`src/hw/rtl/dgpio_pkg.sv`:
```
// Shared types and constants for the dual GPIO port with pin interrupts.
// Used by dgpio_core and dual_gpio_port_with_pin_irq; no dependencies.
`default_nettype none

package dgpio_pkg;

  localparam int PORT_COUNT = 2;

  typedef enum logic [1:0] {
    CMD_WRITE     = 2'd0,
    CMD_READ      = 2'd1,
    CMD_PIN_EVENT = 2'd2,
    CMD_IRQ_ACK   = 2'd3
  } cmd_t;

  // register offsets within a port
  localparam logic [1:0] REG_DIR   = 2'd0;
  localparam logic [1:0] REG_LATCH = 2'd1;
  localparam logic [1:0] REG_PIN   = 2'd2;
  localparam logic [1:0] REG_IEN   = 2'd3;

  // bus address windows
  localparam logic [7:0] PORT_A_LAST = 8'd3;
  localparam logic [7:0] PORT_B_BASE = 8'd10;
  localparam logic [7:0] PORT_B_LAST = 8'd13;

  typedef struct packed {
    cmd_t       cmd;
    logic [7:0] address;
    logic [7:0] write_data;
    logic [3:0] pin_line;
    logic       pin_level;
  } item_t;

  typedef struct packed {
    logic [15:0] irq_pending;
    logic [7:0]  read_data;
  } result_t;

endpackage

`default_nettype wire

```
`src/hw/rtl/dgpio_core.sv`:
```
// Port register file, address decode and interrupt flag logic.
// Depends on dgpio_pkg.
`default_nettype none

module dgpio_core (
  input  logic               clk,
  input  logic               rst,
  input  logic               en,
  input  dgpio_pkg::item_t   item,
  output dgpio_pkg::result_t result
);
  import dgpio_pkg::*;

  logic [7:0]  direction    [PORT_COUNT];
  logic [7:0]  output_latch [PORT_COUNT];
  logic [7:0]  pin_levels   [PORT_COUNT];
  logic [7:0]  irq_enable   [PORT_COUNT];
  logic [15:0] irq_flags;

  logic        port_sel;
  logic        mapped;
  logic [1:0]  reg_sel;
  logic [7:0]  cur_dir, cur_latch, cur_pins, cur_ien;
  logic [7:0]  dir_next, latch_next, pins_next, ien_next;
  logic [15:0] irq_flags_next;
  logic [7:0]  read_data;
  logic [7:0]  pin_mask;
  logic [15:0] line_mask;

  // event and ack pick the port from the pin line, bus accesses from the address
  always_comb begin
    mapped   = 1'b0;
    port_sel = 1'b0;
    reg_sel  = item.address[1:0];
    if (item.cmd == CMD_PIN_EVENT || item.cmd == CMD_IRQ_ACK) begin
      port_sel = item.pin_line[3];
    end else if (item.address <= PORT_A_LAST) begin
      mapped = 1'b1;
    end else if (item.address >= PORT_B_BASE && item.address <= PORT_B_LAST) begin
      mapped   = 1'b1;
      port_sel = 1'b1;
      reg_sel  = 2'(item.address - PORT_B_BASE);
    end
  end

  always_comb begin
    cur_dir        = direction[port_sel];
    cur_latch      = output_latch[port_sel];
    cur_pins       = pin_levels[port_sel];
    cur_ien        = irq_enable[port_sel];
    pin_mask       = 8'd1 << item.pin_line[2:0];
    line_mask      = 16'd1 << item.pin_line;
    dir_next       = cur_dir;
    latch_next     = cur_latch;
    pins_next      = cur_pins;
    ien_next       = cur_ien;
    irq_flags_next = irq_flags;
    read_data      = 8'd0;
    case (item.cmd)
      CMD_WRITE: begin
        if (mapped) begin
          case (reg_sel)
            REG_DIR: dir_next = item.write_data;
            REG_LATCH: begin
              latch_next = item.write_data;
              pins_next  = (cur_pins & ~cur_dir) | (item.write_data & cur_dir);
            end
            REG_IEN: ien_next = item.write_data & ~cur_dir;
            default: ; // pin register is read-only
          endcase
        end
      end
      CMD_READ: begin
        if (mapped) begin
          case (reg_sel)
            REG_DIR:   read_data = cur_dir;
            REG_LATCH: read_data = cur_latch;
            REG_PIN:   read_data = (cur_pins & ~cur_dir) | (cur_latch & cur_dir);
            REG_IEN:   read_data = cur_ien;
            default:   read_data = 8'd0;
          endcase
        end
      end
      CMD_PIN_EVENT: begin
        if (((cur_pins & pin_mask) != 8'd0) != item.pin_level &&
            (cur_ien & pin_mask) != 8'd0) begin
          irq_flags_next = irq_flags | line_mask;
        end
        pins_next = item.pin_level ? (cur_pins | pin_mask) : (cur_pins & ~pin_mask);
      end
      CMD_IRQ_ACK: irq_flags_next = irq_flags & ~line_mask;
      default: ;
    endcase
  end

  always_ff @(posedge clk) begin
    if (rst) begin
      for (int i = 0; i < PORT_COUNT; i++) begin
        direction[i]    <= 8'd0;
        output_latch[i] <= 8'd0;
        pin_levels[i]   <= 8'd0;
        irq_enable[i]   <= 8'd0;
      end
      irq_flags <= 16'd0;
    end else if (en) begin
      direction[port_sel]    <= dir_next;
      output_latch[port_sel] <= latch_next;
      pin_levels[port_sel]   <= pins_next;
      irq_enable[port_sel]   <= ien_next;
      irq_flags              <= irq_flags_next;
    end
  end

  assign result.read_data   = read_data;
  assign result.irq_pending = irq_flags_next;

endmodule

`default_nettype wire

```
`src/hw/rtl/dual_gpio_port_with_pin_irq.sv`:
```
// Top level of the dual GPIO port: input stage, output register, core instance.
// Depends on dgpio_pkg and dgpio_core.
`default_nettype none

// Two 8-bit GPIO ports (A at bus addresses 0-3, B at 10-13: direction, latch,
// pins, irq enable) with 16 latched pin-change interrupt flags. Each transaction
// on the input stream is a bus write, bus read, pin change event or irq
// acknowledge, and yields exactly one result transaction carrying the read data
// (zero unless a read) and the flags after that transaction. The block takes one
// transaction per cycle. The accepting edge loads the input register. The
// register/flag update is applied and the result register loaded as the
// transaction advances out of the input register, which it can do only once
// the result register is empty or its result is being taken. Back pressure on
// the output stalls the input only once both stages are full.
module dual_gpio_port_with_pin_irq (
  input  logic        clk,
  input  logic        rst,
  input  logic        s_axis_tvalid,
  output logic        s_axis_tready,
  // [7:0] address, [15:8] write_data, [19:16] pin_line, [20] pin_level, [23:21] zero
  input  logic [23:0] s_axis_tdata,
  // [1:0] command
  input  logic [1:0]  s_axis_tuser,
  output logic        m_axis_tvalid,
  input  logic        m_axis_tready,
  // [7:0] read_data, [23:8] irq_pending
  output logic [23:0] m_axis_tdata
);
  import dgpio_pkg::*;

  logic    in_valid;
  item_t   in_item;
  logic    out_valid;
  result_t res_q;
  result_t core_result;
  logic    advance;

  assign advance       = in_valid && (!out_valid || m_axis_tready);
  assign s_axis_tready = !in_valid || advance;

  always_ff @(posedge clk) begin
    if (rst) begin
      in_valid  <= 1'b0;
      out_valid <= 1'b0;
    end else begin
      if (s_axis_tready) begin
        in_valid <= s_axis_tvalid;
      end
      if (!out_valid || m_axis_tready) begin
        out_valid <= in_valid;
      end
    end
  end

  always_ff @(posedge clk) begin
    if (s_axis_tvalid && s_axis_tready) begin
      in_item.cmd        <= cmd_t'(s_axis_tuser);
      in_item.address    <= s_axis_tdata[7:0];
      in_item.write_data <= s_axis_tdata[15:8];
      in_item.pin_line   <= s_axis_tdata[19:16];
      in_item.pin_level  <= s_axis_tdata[20];
    end
    if (advance) begin
      res_q <= core_result;
    end
  end

  dgpio_core u_core (
    .clk    (clk),
    .rst    (rst),
    .en     (advance),
    .item   (in_item),
    .result (core_result)
  );

  assign m_axis_tvalid = out_valid;
  assign m_axis_tdata  = {res_q.irq_pending, res_q.read_data};

`ifndef NO_ASSERTIONS
  // input only stalls when both stages hold a transaction and output is blocked
  a_ready_only_when_full: assert property (@(posedge clk) disable iff (rst)
    !s_axis_tready |-> (in_valid && out_valid && !m_axis_tready))
    else $error("input stalled with room in the pipeline");

  // an acknowledge leaves its flag clear in the result
  a_ack_clears_flag: assert property (@(posedge clk) disable iff (rst)
    (advance && in_item.cmd == CMD_IRQ_ACK) |=>
      !res_q.irq_pending[$past(in_item.pin_line)])
    else $error("acknowledged irq flag still set");

  // only a bus read returns nonzero data
  a_read_data_zero: assert property (@(posedge clk) disable iff (rst)
    (advance && in_item.cmd != CMD_READ) |=> (res_q.read_data == 8'd0))
    else $error("read data nonzero on a non-read transaction");
`endif

endmodule

`default_nettype wire
```
`config.mk`:
```
export PLATFORM = sky130hd
export DESIGN_NAME = dual_gpio_port_with_pin_irq
export DESIGN_NICKNAME = d
export VERILOG_FILES = /design/src/hw/rtl/dgpio_pkg.sv /design/src/hw/rtl/dgpio_core.sv /design/src/hw/rtl/dual_gpio_port_with_pin_irq.sv
export SDC_FILE = /design/constraint.sdc
export NUM_CORES = 1
export LEC_CHECK = 0
export BUFFER_PORTS_ARGS = -buffer_cell sky130_fd_sc_hd__buf_2
export CORE_MARGIN = 2
export CORE_UTILIZATION = 45
export CTS_CLUSTER_DIAMETER = 40
export CTS_CLUSTER_SIZE = 30
export DETAILED_ROUTE_END_ITERATION = 6
export PLACE_DENSITY_LB_ADDON = 0.2
export SYNTH_ARGS = -nofsm -noshare
export SYNTH_HDL_FRONTEND = slang
export SYNTH_SLANG_ARGS = --single-unit
```
`constraint.sdc`:
```
create_clock -name clk -period 4.2 [get_ports clk]
set_input_delay 0.42 -clock clk [delete_from_list [all_inputs] [get_ports clk]]
set_output_delay 0.42 -clock clk [all_outputs]
set_load 0.01 [all_outputs]
```
; ---- After elaboration in Yosys (flattened, before gate mapping)
; Memories as Yosys holds them, arrays and structs flattened.
; Index checks and enable logic that the tools add are counted.
[classes]
addsub = 1
order_cmp = 3
n_eq_ne = 7
shift = 2
muxes = 41
n_bitwise = 15
reduce_logical = 18
[ops]
columns = op, n
row1 = 8-bit two-way mux, 16
row2 = 8-bit AND, 7
row3 = 16-bit case mux with 2 select lines, 1
row4 = 8-bit case mux with 4 select lines, 1
row5 = 8-bit OR reduction, 4
row6 = 8-bit bitwise OR, 3
row7 = 1-bit two-way mux, 18
row8 = 16-bit AND, 1
row9 = 16-bit two-way mux, 1
row10 = 16-bit NOT, 1
row11 = 8-bit NOT, 2
row12 = 16-bit bitwise OR, 1
row13 = 8-bit case mux with 2 select lines, 1
row14 = 8-bit nonzero test, 2
row15 = 1-bit by 4-bit << shifter with 16-bit output (first input constant), 1
row16 = 2-bit equality test (second input constant), 4
row17 = 8-bit by 4-bit greater-or-equal comparator with 1-bit output (second input constant), 1
row18 = 8-bit by 2-bit less-or-equal comparator with 1-bit output (second input constant), 1
row19 = 8-bit by 4-bit less-or-equal comparator with 1-bit output (second input constant), 1
row20 = 1-bit by 3-bit << shifter with 8-bit output (first input constant), 1
row21 = 2-bit two-way mux, 3
row22 = 2-bit by 1-bit equality test with 1-bit output (second input constant), 2
row23 = 1-bit logical AND, 4
row24 = 2-bit zero test, 2
row25 = 5 further kinds, 8
[totals]
regBits = 65
mem_bits_rw = 64
inputBits = 30
output_inout_bits = 26
word_cells = 101
memories = 4
[mem_list]
columns = memory, depth, width, read_ports, rd_ports_with_merged_regs, write_ports, line
row1 = u_core.direction, 2, 8, 1, 0, 2, dgpio_core.sv:14  ; logic [7:0] direction [PORT_COUNT];
row2 = u_core.irq_enable, 2, 8, 1, 0, 2, dgpio_core.sv:17  ; logic [7:0] irq_enable [PORT_COUNT];
row3 = u_core.output_latch, 2, 8, 1, 0, 2, dgpio_core.sv:15  ; logic [7:0] output_latch [PORT_COUNT];
row4 = u_core.pin_levels, 2, 8, 1, 0, 2, dgpio_core.sv:16  ; logic [7:0] pin_levels [PORT_COUNT];

; ---- Longest topological paths before layout
; Gate-level depths: netlist of run 1.
; An unclocked memory read counts as a cell.
[depth]
depth_word = 13
mapped_depth = 10

; ---- Modules after synthesis
; From an unflattened synthesis of run 1, not the netlist that was laid out.
[unflattened]
cells_unflattened = 612
area_unflattened_um2 = 6655.1
[by_module_without_submodules]
columns = module, n_inst, cells_each, area_per_inst_um2, seq_area_each_um2
row1 = dgpio_core, 1, 555, 5139.9, 2242.2
row2 = dual_gpio_port_with_pin_irq, 1, 57, 1515.2, 1451.4

; ---- Worst setup path before layout of run 1
; Ideal clock, no wire load.
[synth_timing]
path_type = register to register
start = reg in_item[20] (netlist name)
end = mem u_core.direction[0][0], enable pin
arrival_ps = 2669
setup_slack_ps = 1053
path_stages_with_launch = 9
period_less_slack_ps = 3147
path_cell_list = edfxtp_1 nor4b_4 a31oi_2 buf_4 buf_2 buf_2 nand2_1 clkbuf_1 nand2_1
[synth_lines]
columns = element, line
row1 = from (decl), dual_gpio_port_with_pin_irq.sv:32  ; item_t in_item;
row2 = to (decl), dgpio_core.sv:14

==> impl_metrics.json, run 1 <==
{
  "status": "finished, final reports clean",
  "io_pins": 56,
  "synth_area_mm2": 0.006585,
  "die_w_um": 125.0,
  "grt_use_total_pct": 20.49,
  "worstHoldPathType": "primary input to flop",
  "routedWlPerCell_um": 18.79,
  "yosysTopAreaCellShare_pct": 50.62,
  "synthTopCellsByCount": "111 x edfxtp_1, 92 x nor2_1, 63 x nand2_1",
  "ys_types": 50,
  "post-route-period-util_pct": 83.11,
  "cts_buffers": 17,
  "synth_flop_cell": "edfxtp_1",
  "path_clk_slew_ps": 50,
  "grt_pass1_vias": 4630,
  "cp-start-kind": "flop",
  "n_antenna_cell": 0,
  "gp_congestion": 0.8732,
  "layout-drive-gt1-share_pct": 19.20,
  "cts_setup_buffers": 0,
  "power_density_mw_per_mm2": 425.2,
  "fin_ws_ps": 709.4,
  "cts_tree": "yes",
  "synth.most_common_cell": "edfxtp_1",
  "die-area_mm2": 0.01562,
  "maxSlewViolCount": 0,
  "peakVddDrop_v": 0.0002467,
  "dr.pass1.iters": 5,
  "cp.required_ps": 4340,
  "yosysSeqAreaShare_pct": 56.09,
  "worstMarginPinSlew_ps": 1031,
  "cp-endpoint": "m_axis_tdata[19]",
  "rsz0062_at_grt": "no",
  "synthCells": 593,
  "dp_cells": 798,
  "clk_latency_ps": 420,
  "first_iter_violations": 530,
  "final-setup-viol-count": 0,
  "h-tree-depth": 4,
  "hold_viol_final": 0,
  "start_util_pct": 45.65,
  "design_area_mm2": 0.007540,
  "root_buffer": "clkbuf_16",
  "drc": 0,
  "timing.rr.end": "m_axis_tdata[19]",
  "fin_setup_tns_ps": 0,
  "critPathMaxFanout": 32,
  "async_flop_share_pct": 0,
  "wl_um": 15590,
  "num_vias": 4858,
  "endpoint_kind": "flop",
  "critical_path_class": "flop to flop",
  "r2r_cells": 8,
  "synth_edf_count": 111,
  "synth-seq-cells": 129,
  "row_count": 44,
  "power_mw": 3.206,
  "synth_warnings": 0,
  "cp_data_arrival_time_ps": 3630,
  "hold_buffers": 0,
  "rr_startpoint": "in_item[4]",
  "reg2reg_slack_ps": 710,
  "via_per_inst": 5.853,
  "final_core_util_pct": 52.27,
  "grt_max_degree": 34,
  "synth_area_per_cell_um2": 11.10,
  "io_buffers": 52,
  "max-slew-margin-rel_pct": 31.27,
  "final_nets": 663,
  "hold_ws_ps": 172.1,
  "cts.path.max_buffers": 2,
  "syn_to_final_growth_pct": 14.50,
  "die_h_um": 125.0,
  "antenna_found_initial": 0,
  "stdcell_count": 830,
  "fin_worst_skew_ps": 11.62,
  "crit_start": "in_item[4]",
  "syn-num-nets": 623,
  "final_antenna_net_count": 0,
  "pre_cts_slack_ps": 714.6,
  "period_minus_slack_ps": 3491,
  "dpl.hpwl_um": 10320,
  "grt_pass1_wl_um": 24960,
  "ys_top_cells_by_area": "edfxtp_1 51%, dfxtp_1 5.5%, nor2_1 5.2%",
  "leakagePower_nw": 2.900,
  "max_freq_mhz": 286.5,
  "yosys.area.top_type": "edfxtp_1",
  "core_area_mm2": 0.01442,
  "placed_area_mm2": 0.006984,
  "grt_overflow": 0,
  "clkSinkCount": 129,
  "max_cap_viol_count": 0,
  "cts_resized": 0
}
sequential cells by signal, indices dropped and copies added, names as in the netlist:
signal and count:
in_item 23, in_valid 1, m_axis_tdata 24, m_axis_tvalid 1
u_core.direction 16, u_core.irq_enable 16, u_core.irq_flags 16, u_core.output_latch 16
u_core.pin_levels 16
power by group:
part / leakage [nW] / switching, mW / internal (mW)
logic: 1.36 / 0.221 / 0.102
clock network: 0.272 / 0.522 / 0.871
registers: 1.27 / 0.0395 / 1.45
layout make-up:
class                   instances  area (um^2)
fillers                      1293         6884
flip-flops and latches        129         3694
multi-input cells             412         2673
clock buffers                  26        499.2
repair buffers                 65        357.8
well taps                     184        230.2
clock inverters                 6        56.30
inverters                       8        30.03
metal layers:
metal / wire length, um / vias up / GRT usage (%)
met5: 0 / - / 0
met4: 182 / 0 / 6.928
met3: 998 / 17 / 5.178
met2: 7259 / 182 / 31.65
met1: 7152 / 2310 / 28.43
li1: - / 2349 / -
worst min path at each step:
stage                           end  cells past startpoint                  from  slack [ps]
3_3_place_gp   u_core.irq_flags[13]                      2  u_core.irq_flags[13]         470
6_report                in_item[12]                      1      s_axis_tdata[15]         170
3_5_place_dp    u_core.irq_flags[0]                      2   u_core.irq_flags[0]         490
5_1_grt                 in_item[12]                      1      s_axis_tdata[15]         160
2_1_floorplan  u_core.irq_flags[15]                      2  u_core.irq_flags[15]         460
4_1_cts                  in_item[9]                      1      s_axis_tdata[12]         160
cells in the final DEF, fill, tap and decap left out, types with 2 or more instances in the layout:
| cell type | netlist | final |
|---|---|---|
| a211oi_1 | 4 | 4 |
| a21oi_1 | 13 | 13 |
| nand2_1 | 63 | 63 |
| inv_1 | 8 | 8 |
| o31ai_1 | 3 | 3 |
| clkbuf_1 | 19 | 5 |
| o211ai_1 | 16 | 16 |
| a311oi_1 | 7 | 7 |
| a31oi_1 | 12 | 12 |
| clkbuf_16 | 0 | 17 |
| nor4b_4 | 2 | 2 |
| clkinv_2 | 0 | 3 |
| buf_2 | 16 | 52 |
| and3_1 | 4 | 4 |
| nor2_1 | 92 | 92 |
| a221oi_1 | 10 | 10 |
| nand3b_1 | 3 | 3 |
| o311a_1 | 8 | 8 |
| or3_1 | 3 | 3 |
| nand3_1 | 13 | 13 |
| o41ai_2 | 17 | 17 |
| clkbuf_8 | 0 | 4 |
| nor4_1 | 3 | 3 |
| nor2b_1 | 8 | 7 |
| mux2i_1 | 30 | 30 |
| buf_4 | 1 | 13 |
| xnor2_1 | 3 | 3 |
| nand2b_1 | 5 | 5 |
| o41ai_1 | 15 | 15 |
| o21ai_0 | 47 | 47 |
| dfxtp_1 | 18 | 18 |
| and2_1 | 3 | 3 |
| o22ai_1 | 6 | 6 |
| nor3_1 | 5 | 5 |
| edfxtp_1 | 111 | 111 |
| or3b_2 | 2 | 2 |
worst max-delay path: stages (launching register included):
cell	delay [ps]
edfxtp_1	520
and2_1	310
a31oi_4	460
buf_4	450
mux2i_1	390
o22ai_1	190
nor4_4	290
buf_4	420
o41ai_1	140
logic make-up (layout without fill, tap and decap cells):
kind of cell	after synthesis	in the layout	synth area share (%)
and+or+nand+nor	213	213	15.05
AOI/OAI and AO/OA	162	162	19.13
DFF	129	129	56.09
buffers and inverters	52	105	3.800
muxes	31	31	4.731
xor gates and xnor gates	6	6	1.197
Power figures use the tool's default switching activity.
==> run 2, diff against run 1 <==
--- a/config.mk
+++ b/config.mk
@@ -5,6 +5,7 @@
 export SDC_FILE = /design/constraint.sdc
 export NUM_CORES = 1
 export LEC_CHECK = 0
+export ABC_AREA = 1
 export BUFFER_PORTS_ARGS = -buffer_cell sky130_fd_sc_hd__buf_2
 export CORE_MARGIN = 2
 export CORE_UTILIZATION = 45
==> constraint.sdc (replaced) <==
create_clock -name clk -period 3.3 [get_ports clk]
set_input_delay 0.33 -clock clk [delete_from_list [all_inputs] [get_ports clk]]
set_output_delay 0.33 -clock clk [all_outputs]
set_load 0.01 [all_outputs]
==> run 2 against run 1 <==
  * First-iteration DRC count shrank 9.4%
  * Critical endpoint is now m_axis_tdata[20]
  * Register-to-register slack lost 210 ps
  * Via count grew 14%
  * Largest cell class unchanged
  * Area after synthesis grew 3.1%
  * Die area grew 3.0%
  * Clock-buffer cell count shrank 8
==> impl_metrics.json, run 2 <==
{
  "cp-start-kind": "flop",
  "rsz0062_at_grt": "no",
  "switching_share_pct": 26.44,
  "synthTopCellsByCount": "133 x nor2_1, 129 x nand2_1, 111 x edfxtp_1",
  "endpoint_kind": "flop",
  "yosysTopAreaCellShare_pct": 49.12,
  "rr_startpoint": "in_item[22]",
  "leakagePower_nw": 3.359,
  "peakVddDrop_v": 0.0003475,
  "synthCells": 771,
  "combPwrFrac_pct": 11.1,
  "fin_setup_tns_ps": 0,
  "core_area_mm2": 0.01464,
  "hp-start": "s_axis_tdata[8]",
  "synth_flop_cell": "edfxtp_1",
  "pwr-share-seq_pct": 46.2,
  "layout-drive-gt1-share_pct": 16.83,
  "cp_data_arrival_time_ps": 2970,
  "dpl.hpwl_um": 11180,
  "worstHoldPathType": "primary input to flop",
  "clkSinkCount": 129,
  "antenna_found_initial": 0,
  "synth-seq-cells": 129,
  "syn-num-nets": 801,
  "clk_latency_ps": 430,
  "gp_congestion": 0.9177,
  "cts_resized": 0,
  "num_vias": 5548,
  "grt_pass1_wl_um": 26770,
  "dr.pass1.iters": 5,
  "final_nets": 855,
  "layout_commonest_cell": "nor2_1",
  "p_clk_share_pct": 42.7,
  "grt_use_total_pct": 21.69,
  "n_antenna_cell": 0,
  "cp.required_ps": 3470,
  "yosysSeqAreaShare_pct": 54.42,
  "hold_buffers": 0,
  "die-area_mm2": 0.01608,
  "synth_edf_count": 111,
  "fin_worst_skew_ps": 5.769,
  "crit_start": "in_item[22]",
  "worstMarginPinSlew_ps": 1014,
  "final_antenna_net_count": 0,
  "final_cell_mix": "133 x nor2_1, 129 x nand2_1, 111 x edfxtp_1",
  "max-slew-margin-rel_pct": 32.32,
  "io_buffers": 52,
  "grt_max_degree": 43,
  "io_pins": 56,
  "synth_warnings": 0,
  "max_freq_mhz": 357.1,
  "drc": 0,
  "yosys.area.top_type": "edfxtp_1",
  "hold_viol_final": 0,
  "p_int_mw": 3.023,
  "cts_tree": "yes",
  "critPathMaxFanout": 29,
  "grt_pass1_vias": 5285,
  "post-route-period-util_pct": 84.85,
  "via_per_inst": 5.429,
  "synth.most_common_cell": "nor2_1",
  "syn_to_final_growth_pct": 13.74,
  "async_flop_share_pct": 0,
  "critical_path_class": "flop to flop",
  "power_mw": 4.109,
  "routedWlPerCell_um": 16.40,
  "die_w_um": 126.8,
  "synth_area_per_cell_um2": 8.802,
  "root_buffer": "clkbuf_16",
  "maxSlewViolCount": 0,
  "start_util_pct": 46.34,
  "cts.path.max_buffers": 2,
  "ys_top_cells_by_area": "edfxtp_1 49%, nor2_1 7.4%, nand2_1 7.1%",
  "p_switching_mw": 1.086,
  "ys_types": 38,
  "power_density_mw_per_mm2": 532.4,
  "cts_buffers": 17,
  "synth_area_mm2": 0.006787,
  "die_h_um": 126.8,
  "first_iter_violations": 480,
  "wl_um": 16760,
  "max_cap_viol_count": 0,
  "cts_setup_buffers": 0,
  "final-setup-viol-count": 0,
  "period_minus_slack_ps": 2800,
  "row_count": 44,
  "grt_overflow": 0,
  "path_clk_slew_ps": 60,
  "h-tree-depth": 4,
  "status": "finished, final reports clean",
  "largest_reg_flops": 24
}
## run 2: layout make-up
cell class / instances / area [um^2]
Sequential cell: 129 / 3694
Clock buffer: 18 / 429.2
Fill cell: 1337 / 6925
Timing Repair Buffer: 65 / 357.8
Clock inverter: 14 / 118.9
Multi-Input combinational cell: 504 / 2481
Tap cell: 184 / 230.2
Inverter: 108 / 407.9
## run 2: layer usage
| layer | share of wire [%] | track usage (%) | up-vias |
|---|---|---|---|
| met5 | 0 | 0 | - |
| met4 | 1.3 | 6.981 | 0 |
| met3 | 6.4 | 5.230 | 19 |
| met2 | 48 | 35.26 | 201 |
| met1 | 44 | 28.79 | 2636 |
| li1 | - | - | 2692 |
## run 2: final timing paths
| kind | cells after the start | endpoint | slack [ps] |
|---|---|---|---|
| max | 12 | m_axis_tdata[20] | 500 |
| max reg2reg | 12 | m_axis_tdata[20] | 500 |
| min reg2reg | 2 | m_axis_tvalid | 510 |
| min | 1 | in_item[5] | 80 |
## run 2: through the flow
stage	hold slack, ps	util [%]	std cells	instance area [um^2]	setup WS [ps]
after detailed placement	503.4	48.97	990	7171	504.8
final	76.43	52.71	1022	7719	499.9
after global routing	63.69	52.71	1022	7719	202.6
after global placement	485.0	48.97	990	7171	579.5
after floorplan	428.9	-	771	6787	561.8
after CTS	65.13	52.71	1022	7719	472.0
## run 2: cell families (layout without fill, tap and decap cells)
| family | after synthesis | in the layout | synth area share (%) |
|---|---|---|---|
| and+or+nand+nor | 378 | 378 | 25.87 |
| buffers and inverters | 138 | 205 | 9.016 |
| DFF | 129 | 129 | 54.42 |
| AOI/OAI and AO/OA | 123 | 123 | 10.25 |
| muxes | 3 | 3 | 0.4425 |
## run 2: worst max-delay path: stages, from the launching register on
cell      delay [ps]
edfxtp_1         460
inv_2            100
nand2_2           70
nor2_4           120
nand2_4          160
nand2_4          390
nand2_1          140
nand3_1          120
nand2_1           80
nor2_2           120
nand3_2          400
nand4_1          280
nand2_1           80
## run 2: power groups by stage
stage / Combinational [mW] / Sequential, mW / Clock, mW
2_1_floorplan: 0.323 / 1.93 / 0
3_3_place_gp: 0.436 / 1.93 / 0
3_5_place_dp: 0.450 / 1.93 / 0
4_1_cts: 0.453 / 1.90 / 1.77
5_1_grt: 0.507 / 1.91 / 1.85
6_report: 0.455 / 1.90 / 1.75
==> run 3, diff against run 2 <==
--- a/config.mk
+++ b/config.mk
@@ -5,7 +5,7 @@
 export SDC_FILE = /design/constraint.sdc
 export NUM_CORES = 1
 export LEC_CHECK = 0
-export ABC_AREA = 1
+export ABC_AREA = 0
 export BUFFER_PORTS_ARGS = -buffer_cell sky130_fd_sc_hd__buf_2
 export CORE_MARGIN = 2
 export CORE_UTILIZATION = 45
==> constraint.sdc (replaced) <==
create_clock -name clk -period 2.6 [get_ports clk]
set_input_delay 0.26 -clock clk [delete_from_list [all_inputs] [get_ports clk]]
set_output_delay 0.26 -clock clk [all_outputs]
set_load 0.01 [all_outputs]
==> run 3 against run 2 <==
  * The flow now finishes with violations (setup timing)
  * Clock power up 26%
  * Sequential share of layout area down 8.6 points
  * Largest power group unchanged
  * Register-to-register slack worse by 680 ps
  * Worst hold slack worse by 66 ps
  * Flip-flop and latch count unchanged
  * Setup slack worse by 680 ps
  * Global-route usage up 1.9 points
==> impl_metrics.json, run 3 (same netlist as run 1, synthesis figures left out) <==
{
  "status": "finished with violations",
  "failed_checks": "setup timing",
  "row_count": 44,
  "io_pins": 56,
  "root_buffer": "clkbuf_16",
  "final_nets": 771,
  "die-area_mm2": 0.01562,
  "cp_data_arrival_time_ps": 2940,
  "placed_area_mm2": 0.007587,
  "fillers": 1061,
  "final-setup-viol-count": 42,
  "core_area_mm2": 0.01442,
  "post-route-period-util_pct": 107.1,
  "clk_latency_ps": 430,
  "grt_max_degree": 33,
  "start_util_pct": 45.65,
  "fin_setup_tns_ps": -5658,
  "power_density_mw_per_mm2": 590.8,
  "hold_viol_final": 0,
  "max-slew-margin-rel_pct": 34.33,
  "grt_pass1_wl_um": 28980,
  "crit_top_cell": "buf_12",
  "cp-start-kind": "flop",
  "cts.path.max_buffers": 2,
  "fin_worst_skew_ps": 6.879,
  "dpl.hpwl_um": 11490,
  "maxSlewViolCount": 0,
  "endpoint_kind": "flop",
  "cp.required_ps": 2760,
  "worstMarginPinSlew_ps": 985.1,
  "antenna_found_initial": 0,
  "design_area_mm2": 0.009420,
  "drc": 0,
  "wl_um": 19900,
  "path_clk_slew_ps": 60,
  "gp_congestion": 0.8693,
  "cp_cell_sequence": "nor4b_4, buf_4, a31oi_4, buf_12, buf_8, buf_12, mux2i_2, o22ai_2, nor4_4, buf_12, o41ai_4",
  "critPathMaxFanout": 22,
  "critPathMaxStageDelay_ps": 420,
  "dr.pass1.iters": 5,
  "die_h_um": 125.0,
  "first_iter_violations": 824,
  "fin_ws_ps": -184.4,
  "pre_cts_slack_ps": -325.8,
  "layout_commonest_cell": "edfxtp_1",
  "stdcell_count": 938,
  "syn_to_final_growth_pct": 43.06,
  "rsz0062_at_grt": "yes",
  "final_cell_mix": "111 x edfxtp_1, 91 x nor2_1, 72 x buf_4",
  "critical_path_class": "flop to flop",
  "slowest_stage": "edfxtp_1",
  "die_w_um": 125.0,
  "max_freq_mhz": 359.1,
  "max_cap_viol_count": 0,
  "h-tree-depth": 4,
  "leakagePower_nw": 3.689,
  "cts_buffers": 17,
  "grt_overflow": 0,
  "regArea_mm2": 0.003694,
  "layout-drive-gt1-share_pct": 40.45,
  "cts_tree": "yes",
  "dp_cells": 863,
  "grt_use_total_pct": 23.57,
  "grt_pass1_vias": 5483,
  "n_antenna_cell": 0,
  "worstHoldPathType": "primary input to flop",
  "final_antenna_net_count": 0,
  "via_per_inst": 6.163,
  "num_vias": 5781,
  "largest_reg_flops": 24,
  "multi_input_area_mm2": 0.003436,
  "routedWlPerCell_um": 21.22,
  "io_buffers": 52,
  "peakVddDrop_v": 0.0004341,
  "clkSinkCount": 129,
  "period_minus_slack_ps": 2784,
  "final_core_util_pct": 65.31
}
## run 3: cell count changes in the layout (fill, tap and decap cells not counted), sizes merged, moves of 21 or more
cell	previous run	this run
o41ai	0	32
mux2i	3	30
nand2	139	63
buf	65	148
inv	107	9
nand3	45	13
dlygate4sd3	0	21
nor2	143	92
o21ai	71	49
## run 3: cell type report
| cell class | instances | area share, % |
|---|---|---|
| Tap cell | 184 | 2.444 |
| Multi-Input combinational cell | 412 | 36.47 |
| Clock buffer | 18 | 4.556 |
| Inverter | 8 | 0.3188 |
| Clock inverter | 14 | 1.249 |
| Timing Repair Buffer | 173 | 15.75 |
| Sequential cell | 129 | 39.21 |
## run 3: path summary, 6_finish.rpt
kind | startpoint | end | slack [ps] | cells after the start
setup / recovery | in_item[17] | m_axis_tdata[9] | -180 | 11
hold / removal | s_axis_tdata[5] | in_item[18] | 10 | 1
setup reg to reg | in_item[17] | m_axis_tdata[9] | -180 | 11
hold reg to reg | u_core.irq_flags[1] | u_core.irq_flags[1] | 510 | 2
## run 3: worst max-delay path: cells and delay by family (launching register included)
| family | cells | cell delay, ps |
|---|---|---|
| AOI/OAI and AO/OA | 3 | 330 |
| buffers and inverters | 5 | 880 |
| DFF | 1 | 420 |
| muxes | 1 | 260 |
| and+or+nand+nor | 2 | 590 |
## run 3: where the power goes
group          total, mW  internal [mW]  switching, mW
combinational      0.944          0.408          0.536
sequential          2.41           2.34         0.0701
clock               2.21           1.30          0.904
total               5.57           4.06           1.51
## run 3: routing by layer
layer,part of all wire [%],track usage [%],vias to the layer above
met3,9.2,5.905,72
met1,39,29.10,2775
met5,0,0,-
li1,-,-,2570
met4,3.1,7.843,0
met2,49,40.60,364
## run 3: timing repair
action,CTS,global route
endpoints found under the setup margin,56,65
gates cloned,2,6
hold buffers,20,1
pin swaps,17,39
hold endpoints to repair,20,1
resized for setup,52,94
buffers inserted,8,8
## run 3: stage by stage
stage / hold slack, ps / total power, mW
after global placement: 437.0 / 3.079
after floorplan: 332.4 / 2.818
final: 10.17 / 5.566
after detailed placement: 438.1 / 3.099
after CTS: 0.5368 / 5.398
after global routing: 2.590 / 5.726
